`src/hw/rtl/lfra_pkg.sv`:
```
// Shared constants, payload types and helpers for the lowest-free room allocator.
package lfra_pkg;

  localparam int MAX_ROOMS  = 16;
  localparam int ROOM_IDX_W = (MAX_ROOMS > 1) ? $clog2(MAX_ROOMS) : 1;
  localparam int CNT_W      = $clog2(MAX_ROOMS + 1);
  localparam int TIME_W     = 40;
  localparam int COUNT_W    = 32;
  localparam int CFG_W      = 5;
  localparam int ROOM_FIELD_W = 4;

  localparam logic [TIME_W-1:0]  TIME_MAX  = {TIME_W{1'b1}};
  localparam logic [COUNT_W-1:0] COUNT_MAX = {COUNT_W{1'b1}};
  localparam logic [CFG_W-1:0]   ROOMS_RESET = CFG_W'(16);

  typedef struct packed {
    logic [31:0] start_time;
    logic [31:0] end_time;
    logic        last_booking;
  } booking_t;

  typedef struct packed {
    logic [ROOM_FIELD_W-1:0] assigned_room;
    logic [TIME_W-1:0]       actual_start;
    logic [TIME_W-1:0]       actual_end;
    logic [ROOM_FIELD_W-1:0] busiest_room;
    logic                    report_valid;
  } result_t;

  // room index to the fixed-width result field
  function automatic logic [ROOM_FIELD_W-1:0] room_field(logic [ROOM_IDX_W-1:0] r);
    logic [31:0] w;
    w = 32'(r);
    return w[ROOM_FIELD_W-1:0];
  endfunction

endpackage

```
`src/hw/rtl/lowest_free_room_allocator.sv`:
```
// Lowest-free room allocator: top level with scan sequencer and room state RAMs.
//
// Each booking is placed in the lowest-numbered active room whose free time is at or
// before its start, else in the room that frees first (lowest index on a tie), delayed
// to keep its duration. Room free times and booking counts live in two 16-entry RAMs
// with registered reads; a per-room valid bit makes unwritten rooms read as zero, so
// reset and batch end clear the state at once with no clearing pass. A booking is
// worked by a one-room-per-cycle read scan of the free-time RAM over the k active
// rooms (k = active room count, 1..16), then a read-modify-write of the chosen room.
// A booking marked last then adds a scan of all 16 rooms of the count RAM for the
// busiest-room report. One result is produced per booking; a finished result waits
// in the output register while the next booking is accepted and worked.
module lowest_free_room_allocator
  import lfra_pkg::*;
(
  input  logic             clk,
  input  logic             rst,
  input  logic             in_valid,
  output logic             in_ready,
  input  booking_t         in_data,
  output logic             out_valid,
  input  logic             out_ready,
  output result_t          out_data,
  input  logic             cfg_we,
  input  logic [CFG_W-1:0] cfg_wdata
);

  localparam logic [2:0] S_IDLE   = 3'd0;
  localparam logic [2:0] S_SCAN   = 3'd1;
  localparam logic [2:0] S_BOOK   = 3'd2;
  localparam logic [2:0] S_WRITE  = 3'd3;
  localparam logic [2:0] S_REPORT = 3'd4;
  localparam logic [2:0] S_OUT    = 3'd5;

  logic [2:0]            state;
  logic [CFG_W-1:0]      rooms_in_use;
  logic [MAX_ROOMS-1:0]  valid;

  logic [CNT_W-1:0]      iss;
  logic [CNT_W-1:0]      scan_lim;
  logic                  pend;
  logic [ROOM_IDX_W-1:0] pend_idx;

  logic [TIME_W-1:0]     start_q;
  logic [31:0]           dur_q;
  logic                  last_q;

  logic                  found;
  logic [ROOM_IDX_W-1:0] pick_free;
  logic [ROOM_IDX_W-1:0] min_idx;
  logic [TIME_W-1:0]     min_val;
  logic [ROOM_IDX_W-1:0] pick;
  logic [TIME_W-1:0]     act_start;
  logic [COUNT_W-1:0]    best;
  logic [ROOM_IDX_W-1:0] bus_idx;
  result_t               res;

  logic                  vld_free_q;
  logic                  vld_bk_q;
  logic [TIME_W-1:0]     free_rdata;
  logic [COUNT_W-1:0]    bk_rdata;
  logic [TIME_W-1:0]     free_eff;
  logic [COUNT_W-1:0]    bk_eff;
  logic [ROOM_IDX_W-1:0] free_raddr;
  logic [ROOM_IDX_W-1:0] bk_raddr;
  logic                  ram_we;
  logic [TIME_W-1:0]     act_end;
  logic [TIME_W:0]       end_sum;
  logic [COUNT_W-1:0]    cnt_inc;
  logic [ROOM_IDX_W-1:0] pick_sel;
  logic [CNT_W-1:0]      k_in;
  logic                  scan_done;
  logic                  in_acc;

  assign in_ready = (state == S_IDLE);
  assign in_acc   = in_valid && in_ready;

  // clamp the room count to 1..MAX_ROOMS
  always_comb begin
    if (rooms_in_use > CFG_W'(MAX_ROOMS)) begin
      k_in = CNT_W'(MAX_ROOMS);
    end else if (rooms_in_use == '0) begin
      k_in = CNT_W'(1);
    end else begin
      k_in = CNT_W'(rooms_in_use);
    end
  end

  assign free_eff  = vld_free_q ? free_rdata : '0;
  assign bk_eff    = vld_bk_q ? bk_rdata : '0;
  assign pick_sel  = found ? pick_free : min_idx;
  assign free_raddr = iss[ROOM_IDX_W-1:0];
  assign bk_raddr  = (state == S_BOOK) ? pick_sel : iss[ROOM_IDX_W-1:0];
  assign scan_done = (iss == scan_lim) && !pend;
  assign ram_we    = (state == S_WRITE);

  assign end_sum = {1'b0, act_start} + (TIME_W + 1)'(dur_q);
  assign act_end = end_sum[TIME_W] ? TIME_MAX : end_sum[TIME_W-1:0];
  assign cnt_inc = (bk_eff == COUNT_MAX) ? bk_eff : bk_eff + COUNT_W'(1);

  lfra_ram #(.WIDTH(TIME_W), .DEPTH(MAX_ROOMS)) u_free_ram (
    .clk   (clk),
    .we    (ram_we),
    .waddr (pick),
    .wdata (act_end),
    .raddr (free_raddr),
    .rdata (free_rdata)
  );

  lfra_ram #(.WIDTH(COUNT_W), .DEPTH(MAX_ROOMS)) u_count_ram (
    .clk   (clk),
    .we    (ram_we),
    .waddr (pick),
    .wdata (cnt_inc),
    .raddr (bk_raddr),
    .rdata (bk_rdata)
  );

  always_ff @(posedge clk) begin
    if (rst) begin
      state        <= S_IDLE;
      rooms_in_use <= ROOMS_RESET;
      valid        <= '0;
      pend         <= 1'b0;
      out_valid    <= 1'b0;
    end else begin
      vld_free_q <= valid[free_raddr];
      vld_bk_q   <= valid[bk_raddr];

      if (cfg_we) begin
        rooms_in_use <= cfg_wdata;
      end
      // S_OUT handles out_valid itself
      if (out_valid && out_ready && state != S_OUT) begin
        out_valid <= 1'b0;
      end

      // shared read-issue sequencer for both scans
      if (state == S_SCAN || state == S_REPORT) begin
        if (iss < scan_lim) begin
          iss      <= iss + CNT_W'(1);
          pend     <= 1'b1;
          pend_idx <= iss[ROOM_IDX_W-1:0];
        end else begin
          pend <= 1'b0;
        end
      end

      unique case (state)
        S_IDLE: begin
          if (in_acc) begin
            start_q  <= TIME_W'(in_data.start_time);
            dur_q    <= (in_data.end_time > in_data.start_time) ?
                        in_data.end_time - in_data.start_time : '0;
            last_q   <= in_data.last_booking;
            scan_lim <= k_in;
            iss      <= '0;
            pend     <= 1'b0;
            found    <= 1'b0;
            state    <= S_SCAN;
          end
        end
        S_SCAN: begin
          if (pend) begin
            if (!found && free_eff <= start_q) begin
              found     <= 1'b1;
              pick_free <= pend_idx;
            end
            if (pend_idx == '0 || free_eff < min_val) begin
              min_val <= free_eff;
              min_idx <= pend_idx;
            end
          end
          if (scan_done) begin
            state <= S_BOOK;
          end
        end
        S_BOOK: begin
          // count RAM read of the chosen room is issued here
          pick      <= pick_sel;
          act_start <= found ? start_q : min_val;
          state     <= S_WRITE;
        end
        S_WRITE: begin
          valid[pick]       <= 1'b1;
          res.assigned_room <= room_field(pick);
          res.actual_start  <= act_start;
          res.actual_end    <= act_end;
          res.busiest_room  <= '0;
          res.report_valid  <= 1'b0;
          if (last_q) begin
            iss      <= '0;
            pend     <= 1'b0;
            scan_lim <= CNT_W'(MAX_ROOMS);
            best     <= '0;
            bus_idx  <= '0;
            state    <= S_REPORT;
          end else begin
            state <= S_OUT;
          end
        end
        S_REPORT: begin
          if (pend && bk_eff > best) begin
            best    <= bk_eff;
            bus_idx <= pend_idx;
          end
          if (scan_done) begin
            res.busiest_room <= room_field(bus_idx);
            res.report_valid <= 1'b1;
            valid            <= '0;
            state            <= S_OUT;
          end
        end
        S_OUT: begin
          if (!out_valid || out_ready) begin
            out_valid <= 1'b1;
            out_data  <= res;
            state     <= S_IDLE;
          end
        end
        default: begin
          state <= S_IDLE;
        end
      endcase
    end
  end

  // the chosen room always lies inside the active range
  a_pick_in_range: assert property (@(posedge clk) disable iff (rst)
    (state == S_WRITE) |-> (CNT_W'(pick) < scan_lim))
    else $error("room pick outside active range");

  // batch end leaves every room cleared
  a_clear_after_report: assert property (@(posedge clk) disable iff (rst)
    (state == S_REPORT && scan_done) |=> (valid == '0))
    else $error("room state not cleared after report");

  // delayed or not, a booking never ends before it starts
  a_end_after_start: assert property (@(posedge clk) disable iff (rst)
    out_valid |-> (out_data.actual_end >= out_data.actual_start))
    else $error("actual_end before actual_start");

  // busiest room is zero unless the result closes a batch
  a_busiest_zero: assert property (@(posedge clk) disable iff (rst)
    (out_valid && !out_data.report_valid) |-> (out_data.busiest_room == '0))
    else $error("busiest_room set without report");

  // a written room reads back as valid on the next scan
  a_write_sets_valid: assert property (@(posedge clk) disable iff (rst)
    (state == S_WRITE && !last_q) |=> valid[$past(pick)])
    else $error("written room not marked valid");

endmodule

```
`src/hw/rtl/lfra_ram.sv`:
```
// Simple dual-port RAM: one write port, one read port with registered data.
module lfra_ram #(
  parameter int WIDTH = 32,
  parameter int DEPTH = 16,
  parameter int AW    = (DEPTH > 1) ? $clog2(DEPTH) : 1
) (
  input  logic             clk,
  input  logic             we,
  input  logic [AW-1:0]    waddr,
  input  logic [WIDTH-1:0] wdata,
  input  logic [AW-1:0]    raddr,
  output logic [WIDTH-1:0] rdata
);

  logic [WIDTH-1:0] mem [DEPTH];

  always_ff @(posedge clk) begin
    if (we) begin
      mem[waddr] <= wdata;
    end
    rdata <= mem[raddr];
  end

endmodule
```
`config.mk`:
```
export PLATFORM = sky130hd
export DESIGN_NAME = lowest_free_room_allocator
export DESIGN_NICKNAME = d
export VERILOG_FILES = /design/src/hw/rtl/lfra_pkg.sv /design/src/hw/rtl/lowest_free_room_allocator.sv /design/src/hw/rtl/lfra_ram.sv
export SDC_FILE = /design/constraint.sdc
export NUM_CORES = 2
export LEC_CHECK = 0
export BUFFER_PORTS_ARGS = -buffer_cell sky130_fd_sc_hd__buf_2
export CAP_MARGIN = 20
export CORE_AREA = 2 2 230 458
export DETAILED_ROUTE_END_ITERATION = 10
export DIE_AREA = 0 0 232 460
export PLACE_DENSITY_LB_ADDON = 0.1
export RECOVER_POWER = 25
export SETUP_SLACK_MARGIN = 0.1
export SYNTH_ARGS = -nofsm -noshare
export SYNTH_HDL_FRONTEND = slang
export SYNTH_SLANG_ARGS = --single-unit
```
`constraint.sdc`:
```
create_clock -name clk -period 27.3 [get_ports clk]
set_clock_uncertainty 0.2 [all_clocks]
set_input_delay 5.46 -clock clk [delete_from_list [all_inputs] [get_ports clk]]
set_output_delay 5.46 -clock clk [all_outputs]
set_load 0.03 [all_outputs]
```
==> results.md <==
- Kind of critical path: reg -> reg
- Fraction of registers with async set/reset: 0
- Sw Share: 0.267
- Die Ht: 460 um
- Fin cells: 5,390
- Clock-pin slew on the worst setup and hold paths: around 70 ps
- Antenna-violating nets left: 0
- Fraction of layout cells with a size suffix above 1: 0.206
- Initial drt markers: 3,212
- DRT Pass-1 Iters: 5
- Global Route Usage Sum: 0.301
- Worst endpoint required time: 27,610 ps
- Post-synth EDFFs: 1,540
- GR Overflow Total: 0
- # rows: 167
- Largest family of logic cells by synthesized area: multiplexers
- # DRC: 0
- CTS tree: done
- Mux cell area share after synthesis: 0.123
- Failing checks: capacitance limit, slew limit
- Clock Path Buffers: 3
- Leakage power: approximately 26 nW
- Post-placement cell count: 5,116
- Filler cell count: 6,435
- Register Area: 48,200 sq um
- # nets final: 4,169
- Synthesized instance count: between 3,000 and 4,000
- Via-to-Cell Ratio: 6.46
- Die ar.: 107,000 sq um
- Distinct cells, synth: 87
- CP Launch Type: flip-flop
- Largest net degree at the start of global routing: 170
- Critical path data arrival time: roughly 11,000 ps
- Max-cap check violation count: 25
- Inserted Clock Buffers: 139
- Synth Area in Compound Gates: 0.0401
- CP max-delay cell: clkbuf_1
- Crit. End Element: flip-flop
- Synth Area in Simple Gates: 0.0478
- Syn Std Cell Area: 66,500 sq um
- Slew Viols, Final: 1,085
- Wirelength per Cell: 29.2 um
- CTS Sinks: 1,638
- Worst path max stage delay: about 7400 ps
- Setup TNS: 0 ps
- Multi-input gate area: 17,200 sq um
- P_int: 4.91 mW
- Hold crit path type: reg -> reg
- # H-tree levels: 4
- Initial core utilization: 0.643
- Warnings from Yosys: 0
- Status: complete, but fails checks
- Comb pwr share: 0.237
- Vias in the first global route: 36,700
- Unrepaired setup endpoints after global routing: no
- Chip width: 232 um
- Xor and xnor fraction of the mapped netlist area: 0.0113
- Max Freq: 0.0899 GHz
- Worst vdd rail ir drop: around 0.09 mV
- Sw power: about 1.8 mW
- Syn Area/Cell: 18.2 sq um
- Clk pwr share: 0.301
- Top Ports: 166
- Crit-path max FO: 169
- Core area: 103,000 sq um
- Adder-cell share of the synthesized area: 0.0333
- Post-CTS setup buffers: 0
- Area delta synth->final: 11.0%
- Part of the Yosys area used for sequential elements: 0.725
- Initial antenna violation count: 1
- Post-layout util: 0.714
- Root buffer cell: clkbuf_16
- Slew headroom: -6.16
- Post-DP HPWL: 96,800 um
- Sequential cell fraction of total power: 0.462
- Setup Viol. Count Final: 0
- Synth Net Count: 3,914
- Total wire length: around 160,000 um
- Total number of vias: 34,800
- Fin crit share: 0.407
- Hold_buf cts: 0
- Worst-Margin Slew: between 10,000 and 15,000 ps
- Routability Congestion: around 0.9
- Clk_lat worst skew: 760 ps
- Final Critical Period: between 10,000 and 15,000 ps
- Power Density: 90.8 nW/um^2
- Critical-path cell list: clkbuf_1 > ha_1 > nand4_1 > nor2_1 > a2111oi_2 > nand4_1 > xor2_1 > nor2_1
- First-pass GRT wire length: 231,000 um
- IO Port Bufs: 165
- Dominant synthesized flop cell: edfxtp_1
- Final hold vios: 0
- FF+latch count, synth: 1,638
- CTS resizes: 0
power by group through the flow:
stage	Clock [mW]	Sequential [mW]	Combinational [mW]
2_1_floorplan	0	3.11	1.06
3_3_place_gp	0	3.15	1.40
3_5_place_dp	0	3.15	1.45
4_1_cts	2.05	3.10	1.46
5_1_grt	2.13	3.10	1.72
6_report	2.02	3.10	1.59
cells by family (layout without fill, tap and decap cells):
logic type / Yosys count / after routing
buffers and inverters: 327 / 699
flip-flops: 1638 / 1638
adder cells (fa/ha/maj): 176 / 176
multiplexers: 394 / 394
other: 0 / 1
AO/OA/AOI/OAI: 415 / 415
AND/OR/NAND/NOR: 629 / 629
XOR/XNOR: 86 / 86
layer usage:
metal | wire length (um) | track usage | vias to the layer above
met1 | 54800 | 0.350 | 18100
met3 | 8670 | 0.0409 | 391
met5 | 0 | 0 | -
li1 | - | - | 15000
met2 | 84800 | 0.541 | 1407
met4 | 9190 | 0.160 | 0
area by class of cell:
type                    count  area share
repair buffers            253      0.0195
clock buffers             189      0.0519
flip-flops and latches   1638       0.653
clock inverters            69      0.0105
well taps                1352      0.0229
inverters                 188     0.00956
multi-input cells        1700       0.233
diodes                      1   0.0000339
placed cells by master (no fill, tap or decap), drive strengths merged, types with 98 or more instances in the layout:
master	netlist	layout
edfxtp	1540	1540
mux4	337	337
inv	188	195
ha	172	172
nand2	161	161
buf	57	226
dfxtp	98	98
clkbuf	82	216
nor2	160	160
a21oi	134	134
final timing paths:
path                                        from               endpoint  slack [ps]  depth (start not counted)
worst max-delay path            iss[1]$_DFFE_PN_       iss[3]$_DFFE_PN_       16180                          8
worst max register to register  iss[1]$_DFFE_PN_       iss[3]$_DFFE_PN_       16180                          8
worst min-delay path            res[7]$_DFFE_PP_  out_data[7]$_DFFE_PP_         220                          0
worst min register to register  res[7]$_DFFE_PP_  out_data[7]$_DFFE_PP_         220                          0
critical path: cells and delay by family (launching register included):
| kind | cells | cell delay [ps] |
|---|---|---|
| buffers and inverters | 1 | 7440 |
| AND/OR/NAND/NOR | 4 | 470 |
| AO/OA/AOI/OAI | 1 | 790 |
| adder cells (fa/ha/maj) | 1 | 1150 |
| XOR/XNOR | 1 | 440 |
| flip-flops | 1 | 390 |
flip-flops by register name, summed over array words and instances, names as in the netlist, 40 cells and up:
| signal | count |
|---|---|
| u_count_ram.mem | 512 |
| out_data | 89 |
| res | 89 |
| act_start | 40 |
| min_val | 40 |
| u_free_ram.rdata | 40 |
| u_free_ram.mem | 640 |
synth_stat cells (16+ instances only):
cell,instances,area (sq um)
a211oi_1,48,360
a21o_1,54,405
a21oi_1,133,666
and2_1,66,413
and3_1,25,156
buf_1,26,97.6
buf_2,16,80.1
clkbuf_1,82,308
dfxtp_1,98,1960
edfxtp_1,1540,46200
ha_1,172,2150
inv_1,187,702
mux2i_1,44,440
mux4_2,337,7590
nand2_1,159,597
nand3_1,29,145
nand4_1,40,250
nor2_1,160,601
nor2b_1,52,325
nor3_1,28,140
o21a_1,16,120
o21ai_0,88,440
xnor2_1,51,447
xor2_1,35,307
per-stage QoR:
step | hold slack [ps] | worst slack (ps) | total power, mW | area [sq um]
2_1_floorplan | 200 | 14550 | 4.18 | 66500
3_3_place_gp | 200 | 18090 | 4.55 | 69200
3_5_place_dp | 205 | 18020 | 4.60 | 69200
4_1_cts | 216 | 18860 | 6.60 | 73800
5_1_grt | 224 | 15470 | 6.95 | 73800
6_report | 215 | 16180 | 6.70 | 73800
Note: power is estimated with default switching activity, not from simulation.
